File: config.mk
export PLATFORM = sky130hd
export DESIGN_NAME = unsigned_radix_digit_emitter
export DESIGN_NICKNAME = d
export VERILOG_FILES = /design/src/rtl/urde_pkg.sv /design/src/rtl/urde_cell.sv /design/src/rtl/unsigned_radix_digit_emitter.sv
export SDC_FILE = /design/constraint.sdc
export NUM_CORES = 2
export LEC_CHECK = 0
export ABC_AREA = 1
export BUFFER_PORTS_ARGS = -buffer_cell sky130_fd_sc_hd__buf_2
export CAP_MARGIN = 10
export CORE_UTILIZATION = 55
export CTS_BUF_LIST = sky130_fd_sc_hd__clkbuf_8
export CTS_CLUSTER_SIZE = 24
export DETAILED_ROUTE_END_ITERATION = 10
export PLACE_DENSITY = 0.71
export SETUP_SLACK_MARGIN = 0.4
export SYNTH_ARGS = -nofsm -noshare
export SYNTH_HDL_FRONTEND = slang
export SYNTH_SLANG_ARGS = --single-unit
File: constraint.sdc
create_clock -name clock -period 5.3 [get_ports clock]
set_clock_uncertainty 0.05 [all_clocks]
set_input_delay 0.795 -clock clock [delete_from_list [all_inputs] [get_ports clock]]
set_output_delay 0.795 -clock clock [all_outputs]
set_load 0.005 [all_outputs]
File: src/rtl/urde_pkg.sv
package urde_pkg;

   // Fixed field widths of the two channels.
   localparam int VALUE_BITS = 64;
   localparam int DIGIT_BITS = 4;
   localparam int RADIX_BITS = DIGIT_BITS + 1;
   localparam int CHAR_BITS  = 7;

   // Radix limits after clamping.
   localparam logic [RADIX_BITS-1:0] RADIX_MIN = RADIX_BITS'(2);
   localparam logic [RADIX_BITS-1:0] RADIX_MAX = RADIX_BITS'(16);

   // Character codes used by the digit encoder.
   localparam logic [CHAR_BITS-1:0] CHAR_ZERO  = CHAR_BITS'(48);
   localparam logic [CHAR_BITS-1:0] CHAR_UPPER = CHAR_BITS'(65);
   localparam logic [CHAR_BITS-1:0] CHAR_LOWER = CHAR_BITS'(97);
   localparam logic [DIGIT_BITS-1:0] DIGIT_TEN = DIGIT_BITS'(10);

   typedef struct packed {
      logic [VALUE_BITS-1:0] value;
      logic [RADIX_BITS-1:0] radix;
      logic                  uppercase;
   } req_data_type;

   typedef struct packed {
      logic [CHAR_BITS-1:0] char_code;
      logic                 last_digit;
   } rsp_data_type;

   // Control that the sequencer broadcasts to every digit cell.
   typedef struct packed {
      logic clear;
      logic shift;
   } cell_ctl_type;

   typedef enum logic [1:0] {
      ST_IDLE,
      ST_CONVERT,
      ST_EMIT
   } state_type;

   // ASCII code of one digit.
   function automatic logic [CHAR_BITS-1:0] char_of(input logic [DIGIT_BITS-1:0] digit,
                                                   input logic upper);
      logic [CHAR_BITS-1:0] code;
      if (digit < DIGIT_TEN) begin
         code = CHAR_ZERO + CHAR_BITS'(digit);
      end else begin
         code = (upper ? CHAR_UPPER : CHAR_LOWER) + CHAR_BITS'(digit - DIGIT_TEN);
      end
      return code;
   endfunction

endpackage

File: src/rtl/urde_cell.sv
module urde_cell
   import urde_pkg::*;
(
   input  logic                  clock,
   input  logic                  reset,
   input  cell_ctl_type          ctl,
   input  logic [RADIX_BITS-1:0] radix,
   input  logic                  act_prev,
   input  logic                  carry_prev,
   input  logic [DIGIT_BITS-1:0] digit_prev,
   output logic                  act_out,
   output logic                  carry_out,
   output logic [DIGIT_BITS-1:0] digit_out
);

   logic [DIGIT_BITS-1:0] digit_ff, digit_in;
   logic                  act_ff, act_in;
   logic                  carry_ff, carry_in;
   logic [RADIX_BITS-1:0] dbl;
   logic [RADIX_BITS-1:0] diff;
   logic                  over;

   // Doubling step: twice the digit plus the carry from the cell below.
   assign dbl  = {digit_ff, carry_prev};
   assign over = dbl >= radix;
   assign diff = dbl - radix;

   // Next digit, carry and activity token.
   always_comb begin
      act_in   = ~ctl.clear & act_prev;
      carry_in = ~ctl.clear & act_prev & over;
      priority if (ctl.clear) begin
         digit_in = '0;
      end else if (act_prev) begin
         digit_in = over ? diff[DIGIT_BITS-1:0] : dbl[DIGIT_BITS-1:0];
      end else if (ctl.shift) begin
         digit_in = digit_prev;
      end else begin
         digit_in = digit_ff;
      end
   end

   // Activity and carry are control state.
   always_ff @(posedge clock) begin
      if (reset) begin
         act_ff   <= 1'b0;
         carry_ff <= 1'b0;
      end else begin
         act_ff   <= act_in;
         carry_ff <= carry_in;
      end
   end

   // The digit itself is payload.
   always_ff @(posedge clock) begin
      digit_ff <= digit_in;
   end

   assign act_out   = act_ff;
   assign carry_out = carry_ff;
   assign digit_out = digit_ff;

endmodule

File: src/rtl/unsigned_radix_digit_emitter.sv
// Channel | Direction | Handshake            | Beat payload
// req     | in        | req_valid, req_ready | req_data: value, radix, uppercase
// rsp     | out       | rsp_valid, rsp_ready | rsp_data: char_code, last_digit
//
// From its accept, an item's value bits enter the digit-cell array one per cycle
// and ripple one cell per cycle; then the array shifts out one cell per cycle, leading
// zero cells without a beat and the others only while rsp_ready is high. A new request
// can be accepted in the cycle after the last beat.
// Synchronous reset clears the sequencer and the activity chain; digits need no reset.
// rsp_ready low holds the current digit; req_ready is high only while idle.
module unsigned_radix_digit_emitter
   import urde_pkg::*;
#(
   parameter int VALUE_WIDTH = 64
) (
   input  logic         clock,
   input  logic         reset,
   input  logic         req_valid,
   output logic         req_ready,
   input  req_data_type req_data,
   output logic         rsp_valid,
   input  logic         rsp_ready,
   output rsp_data_type rsp_data
);

   localparam int CNT_BITS = $clog2(VALUE_WIDTH + 1);
   localparam logic [CNT_BITS-1:0] DIGITS   = CNT_BITS'(VALUE_WIDTH);
   localparam logic [CNT_BITS-1:0] CNT_LAST = CNT_BITS'(1);

   state_type                state_ff, state_in;
   logic [CNT_BITS-1:0]      cnt_ff, cnt_in;
   logic [VALUE_WIDTH-1:0]   val_ff, val_in;
   logic [RADIX_BITS-1:0]    radix_ff, radix_in;
   logic                     upper_ff, upper_in;
   logic                     started_ff, started_in;
   logic [RADIX_BITS-1:0]    radix_clamped;
   logic                     feed_act;
   logic                     shown;
   cell_ctl_type             ctl;
   logic [VALUE_WIDTH:0]     act;
   logic [VALUE_WIDTH:0]     carry;
   logic [DIGIT_BITS-1:0]    dig [VALUE_WIDTH+1];

   // Clamp the requested radix into two to sixteen.
   always_comb begin
      priority if (req_data.radix < RADIX_MIN) begin
         radix_clamped = RADIX_MIN;
      end else if (req_data.radix > RADIX_MAX) begin
         radix_clamped = RADIX_MAX;
      end else begin
         radix_clamped = req_data.radix;
      end
   end

   // Bits enter the lowest cell most significant first.
   assign feed_act = (state_ff == ST_CONVERT) && (cnt_ff < DIGITS);
   assign act[0]   = feed_act;
   assign carry[0] = val_ff[VALUE_WIDTH-1];
   assign dig[0]   = '0;

   // One cell per possible digit; cell zero is the least significant.
   for (genvar i = 0; i < VALUE_WIDTH; i++) begin : g_cell
      urde_cell u_cell (
         .clock      (clock),
         .reset      (reset),
         .ctl        (ctl),
         .radix      (radix_ff),
         .act_prev   (act[i]),
         .carry_prev (carry[i]),
         .digit_prev (dig[i]),
         .act_out    (act[i+1]),
         .carry_out  (carry[i+1]),
         .digit_out  (dig[i+1])
      );
   end

   // A digit is shown once a nonzero digit was seen, or for the final cell.
   assign shown = started_ff || (dig[VALUE_WIDTH] != '0) || (cnt_ff == CNT_LAST);

   assign rsp_data.char_code  = char_of(dig[VALUE_WIDTH], upper_ff);
   assign rsp_data.last_digit = cnt_ff == CNT_LAST;

   // Sequencer: next state and outputs.
   always_comb begin
      state_in   = state_ff;
      cnt_in     = cnt_ff;
      val_in     = val_ff;
      radix_in   = radix_ff;
      upper_in   = upper_ff;
      started_in = started_ff;
      req_ready  = 1'b0;
      rsp_valid  = 1'b0;
      ctl        = '0;
      unique case (state_ff)
         ST_IDLE: begin
            req_ready = 1'b1;
            if (req_valid) begin
               val_in     = req_data.value[VALUE_WIDTH-1:0];
               radix_in   = radix_clamped;
               upper_in   = req_data.uppercase;
               cnt_in     = '0;
               started_in = 1'b0;
               ctl.clear  = 1'b1;
               state_in   = ST_CONVERT;
            end
         end
         ST_CONVERT: begin
            if (feed_act) begin
               val_in = val_ff << 1;
               cnt_in = cnt_ff + CNT_LAST;
            end
            // The top cell has just finished its last doubling.
            if (act[VALUE_WIDTH] && !act[VALUE_WIDTH-1]) begin
               cnt_in   = DIGITS;
               state_in = ST_EMIT;
            end
         end
         ST_EMIT: begin
            rsp_valid = shown;
            if (!shown || rsp_ready) begin
               ctl.shift  = 1'b1;
               cnt_in     = cnt_ff - CNT_LAST;
               started_in = started_ff | shown;
               if (shown && (cnt_ff == CNT_LAST)) begin
                  state_in = ST_IDLE;
               end
            end
         end
         default: begin
            state_in = ST_IDLE;
         end
      endcase
   end

   // Control registers.
   always_ff @(posedge clock) begin
      if (reset) begin
         state_ff   <= ST_IDLE;
         cnt_ff     <= '0;
         started_ff <= 1'b0;
      end else begin
         state_ff   <= state_in;
         cnt_ff     <= cnt_in;
         started_ff <= started_in;
      end
   end

   // Payload registers.
   always_ff @(posedge clock) begin
      val_ff   <= val_in;
      radix_ff <= radix_in;
      upper_ff <= upper_in;
   end

`ifndef ASSERT_OFF
   a_one_side: assert property (@(posedge clock) disable iff (reset)
      !(req_ready && rsp_valid))
      else $error("request and response sides active together");

   a_top_carry: assert property (@(posedge clock) disable iff (reset)
      !carry[VALUE_WIDTH])
      else $error("carry out of the top digit cell");

   a_cnt_range: assert property (@(posedge clock) disable iff (reset)
      (state_ff == ST_EMIT) |-> ((cnt_ff != '0) && (cnt_ff <= DIGITS)))
      else $error("digit counter out of range while emitting");

   a_last_idle: assert property (@(posedge clock) disable iff (reset)
      (rsp_valid && rsp_ready && rsp_data.last_digit) |=> req_ready)
      else $error("not idle after the last digit");

   a_act_quiet: assert property (@(posedge clock) disable iff (reset)
      (state_ff == ST_EMIT) |-> (!act[VALUE_WIDTH] && !act[1]))
      else $error("digit cells still doubling while emitting");
`endif

endmodule
==> out/qor.txt <==
Outcome = complete, no violations
WP depth = 8
CTS tree = done
Via density per instance = 5.28
Root Buffer = clkbuf_8
Post-CTS Setup Inserts = 0
Gr ovfl total = 0
Via count = 28300
Pwr per Cell Area = 502 nW/um^2
Share of cells above drive strength 1 = 0.0584
CP cell instances = inv_1 > a21oi_1 > inv_1 > ha_1 > a21o_1 > o21ai_0 > a21oi_1 > buf_2
R2r endpoint = g_cell[6].u_cell.carry_out$_SDFF_PP0_
Fin. Hold Viols = 0
Synth Area in Simple Gates = 0.216
Multiplexer area fraction after synthesis = 0
R2R setup slack = 2.08 ns
Family with the most delay on the worst path = compound AO/OA/AOI/OAI gates
Register area share after synthesis = 0.313
Worst-path clk slew = 0.07 ns
Met1 Use GR = 0.331
Worst slew margin = 0.238
Top cells by area, synth = dfxtp_1 (25%), ha_1 (13%), o21ai_0 (10%)
CP peak stage delay = 0.41 ns
Synth-to-Final Area Change = 8.68%
Xor/xnor cell area share of the yosys netlist = 0.0223
Hpwl dp = 47400 um
CTS Hold Bufs = 0
Crit end category = output pin
Max clock buf depth = 3
Synth top area share = 0.247
Htree depth = 3
Initial antenna violation count = 2
Post-Syn Area per Cell = 7.16 um^2
Tcrit/Tclk final = 0.635
Critical path destination = rsp_data[7]
First-pass GRT wire length = 125000 um
LEAKAGE = 17.5 nW
FMAX = 297 MHz
Worst Path Required = 4.45 ns
Largest family of logic cells by synthesized area = simple AND/OR/NAND/NOR gates
CP max FO = 6
Minimum clock period = 3.36 ns
Met3 Track Usage GR = 0.0397
DR WL/cell = 13.5 um
FF-to-FF Start = state_ff[0]$_SDFFE_PP0P_
DIE AREA = 58900 um^2
Met2 track demand over resource = 0.418
Synth Net Count = 4921
DRC Markers = 0
Largest net degree at the start of global routing = 140
R2R cell count = 9
DRT iter0 DRCs = 1607
Grt peak-use layer = met2
Die Y = 243 um
Row count = 87
Final ANT Viol Nets = 0
CP arrival = 2.52 ns
Routability congestion estimate = 0.831
Synth Area in Compound Gates = 0.179
Post-Synthesis Cells = 4448
Finished Core Util = 0.609
CTS resizes = 0
RSZ-0062 raised after global routing = no
# IOs = 84
CTS Buf Count = 84
Vias in the first global route = 26400
Crit-path slowest cell = dfxtp_1
Flops & latches, synth = 463
WS Path Type = register to output pin
Synth Cell Area = 31800 um^2
Drt total wl = 72700 um
Final Max Slew Viols = 0
Slew of the pin with the lowest slew margin = 1.14 ns
Worst vdd ir = 388 uV
Core Box Area = 56800 um^2
Worst-Skew Late Latency = 0.70 ns
Leading area contributor after synthesis = dfxtp_1
Drt first pass iters = 9
Synth Warn # = 0
Final setup vio count = 0
Setup_tns = 0 ns
Critical Path Start = g_cell[63].u_cell.digit_out[1]$_SDFFE_PP0P_
Width of the die = 243 um
Max-cap viol count = 0
Port bufs = 83
Post-synthesis adder-cell area fraction = 0.172
Synth cell types = 33
# nets final = 5012
GRT Util Overall = 0.248
CTS sink cnt = 463
Hold Crit Class = input port to register
Startpoint types = register
Starting density of the core = 0.560
Crit path buf inv count = 3
[layout by cell type (no fill, tap or decap), drive strengths merged]
cell type  count
o211ai         1
nand3b       115
edfxtp        70
xnor2         54
inv          727
clkinv        30
nand3        320
a211oi         2
o22ai          3
and2           1
ha           335
xor2          27
fa            64
nor3          11
buf           99
bufinv         2
dfxtp        393
clkbuf        98
o21ai        695
o21a           1
a21oi        430
diode          2
nand4          6
nand2        863
clkinvlp       4
nor2         256
a21o           1
[where the power goes]
part	total [W]	internal (W)	switching (W)
clock network	0.00339	0.00179	0.00160
registers	0.00533	0.00462	0.000712
logic	0.00864	0.00316	0.00547
total	0.0174	0.00958	0.00778
[Yosys cell counts (all sizes together)]
| library cell | instances |
|---|---|
| o22ai | 3 |
| ha | 335 |
| fa | 64 |
| o21ai | 695 |
| dfxtp | 393 |
| nand4 | 6 |
| o211ai | 1 |
| inv | 699 |
| nand2 | 863 |
| and2 | 1 |
| clkinv | 7 |
| buf | 51 |
| nand3 | 320 |
| edfxtp | 70 |
| xnor2 | 54 |
| nor3 | 11 |
| a21o | 1 |
| xor2 | 27 |
| nor2 | 256 |
| nand3b | 115 |
| o21a | 1 |
| a211oi | 2 |
| clkbuf | 43 |
| a21oi | 430 |
[flip-flops by register name (all words and copies together), names as in the netlist]
name,count
started_ff,1
val_ff,64
state_ff,2
g_cell.u_cell.carry_out,63
upper_ff,1
g_cell.u_cell.digit_out,256
g_cell.u_cell.act_out,64
cnt_ff,7
radix_ff,5
[worst min path at each step]
stage | start | endpoint | cells past startpoint
floorplan | g_cell[0].u_cell.act_out$_SDFF_PP0_ | g_cell[1].u_cell.digit_out[2]$_SDFFE_PP0P_ | 1
global placement | g_cell[27].u_cell.act_out$_SDFF_PP0_ | g_cell[28].u_cell.digit_out[2]$_SDFFE_PP0P_ | 1
detailed placement | g_cell[27].u_cell.act_out$_SDFF_PP0_ | g_cell[28].u_cell.digit_out[2]$_SDFFE_PP0P_ | 1
CTS | req_data[0] | upper_ff$_DFFE_PP_ | 1
global route | req_data[0] | upper_ff$_DFFE_PP_ | 1
finish | req_data[0] | upper_ff$_DFFE_PP_ | 1
[layer usage]
metal | routed length [um] | vias up
met5 | 0 | -
met2 | 33300 | 486
met1 | 35000 | 12800
li1 | - | 14900
met4 | 1370 | 0
met3 | 3050 | 112
[cell families after synthesis]
| group | after synthesis |
|---|---|
| AO/OA/AOI/OAI | 1133 |
| XOR/XNOR | 81 |
| adder cells (fa/ha/maj) | 399 |
| buffers and inverters | 800 |
| flip-flops | 463 |
| AND/OR/NAND/NOR | 1572 |
[per-stage QoR]
stage                     hold WS, ns  total power (W)  setup WS (ns)  std cells  area [um^2]
after detailed placement        0.387           0.0140           1.99       5209        32900
after global routing            0.180           0.0191           1.75       5365        34600
after global placement          0.389           0.0139           2.08       5209        32900
after CTS                       0.164           0.0175           1.92       5364        34600
after floorplan                 0.369           0.0121          0.584       4448        31800
final                           0.222           0.0174           1.94       5366        34600
[final cells by class]
type,instances,area (um^2)
Fill cell,5488,22200
Multi-Input combinational cell,3185,18800
Sequential cell,463,9970
Inverter,706,2670
Clock buffer,98,1350
Tap cell,756,946
Timing Repair Buffer,99,573
Clock inverter,57,325
Antenna cell,2,5.00
[worst register-to-register path: stages (launching register included)]
cell	delay, ns
dfxtp_1	0.34
inv_1	0.11
ha_1	0.33
nand2_4	0.42
inv_1	0.54
nor2_1	0.13
inv_4	0.82
nor2_1	0.21
nand2_1	0.12
inv_1	0.04
No activity file was read; power rests on OpenSTA's default activity.
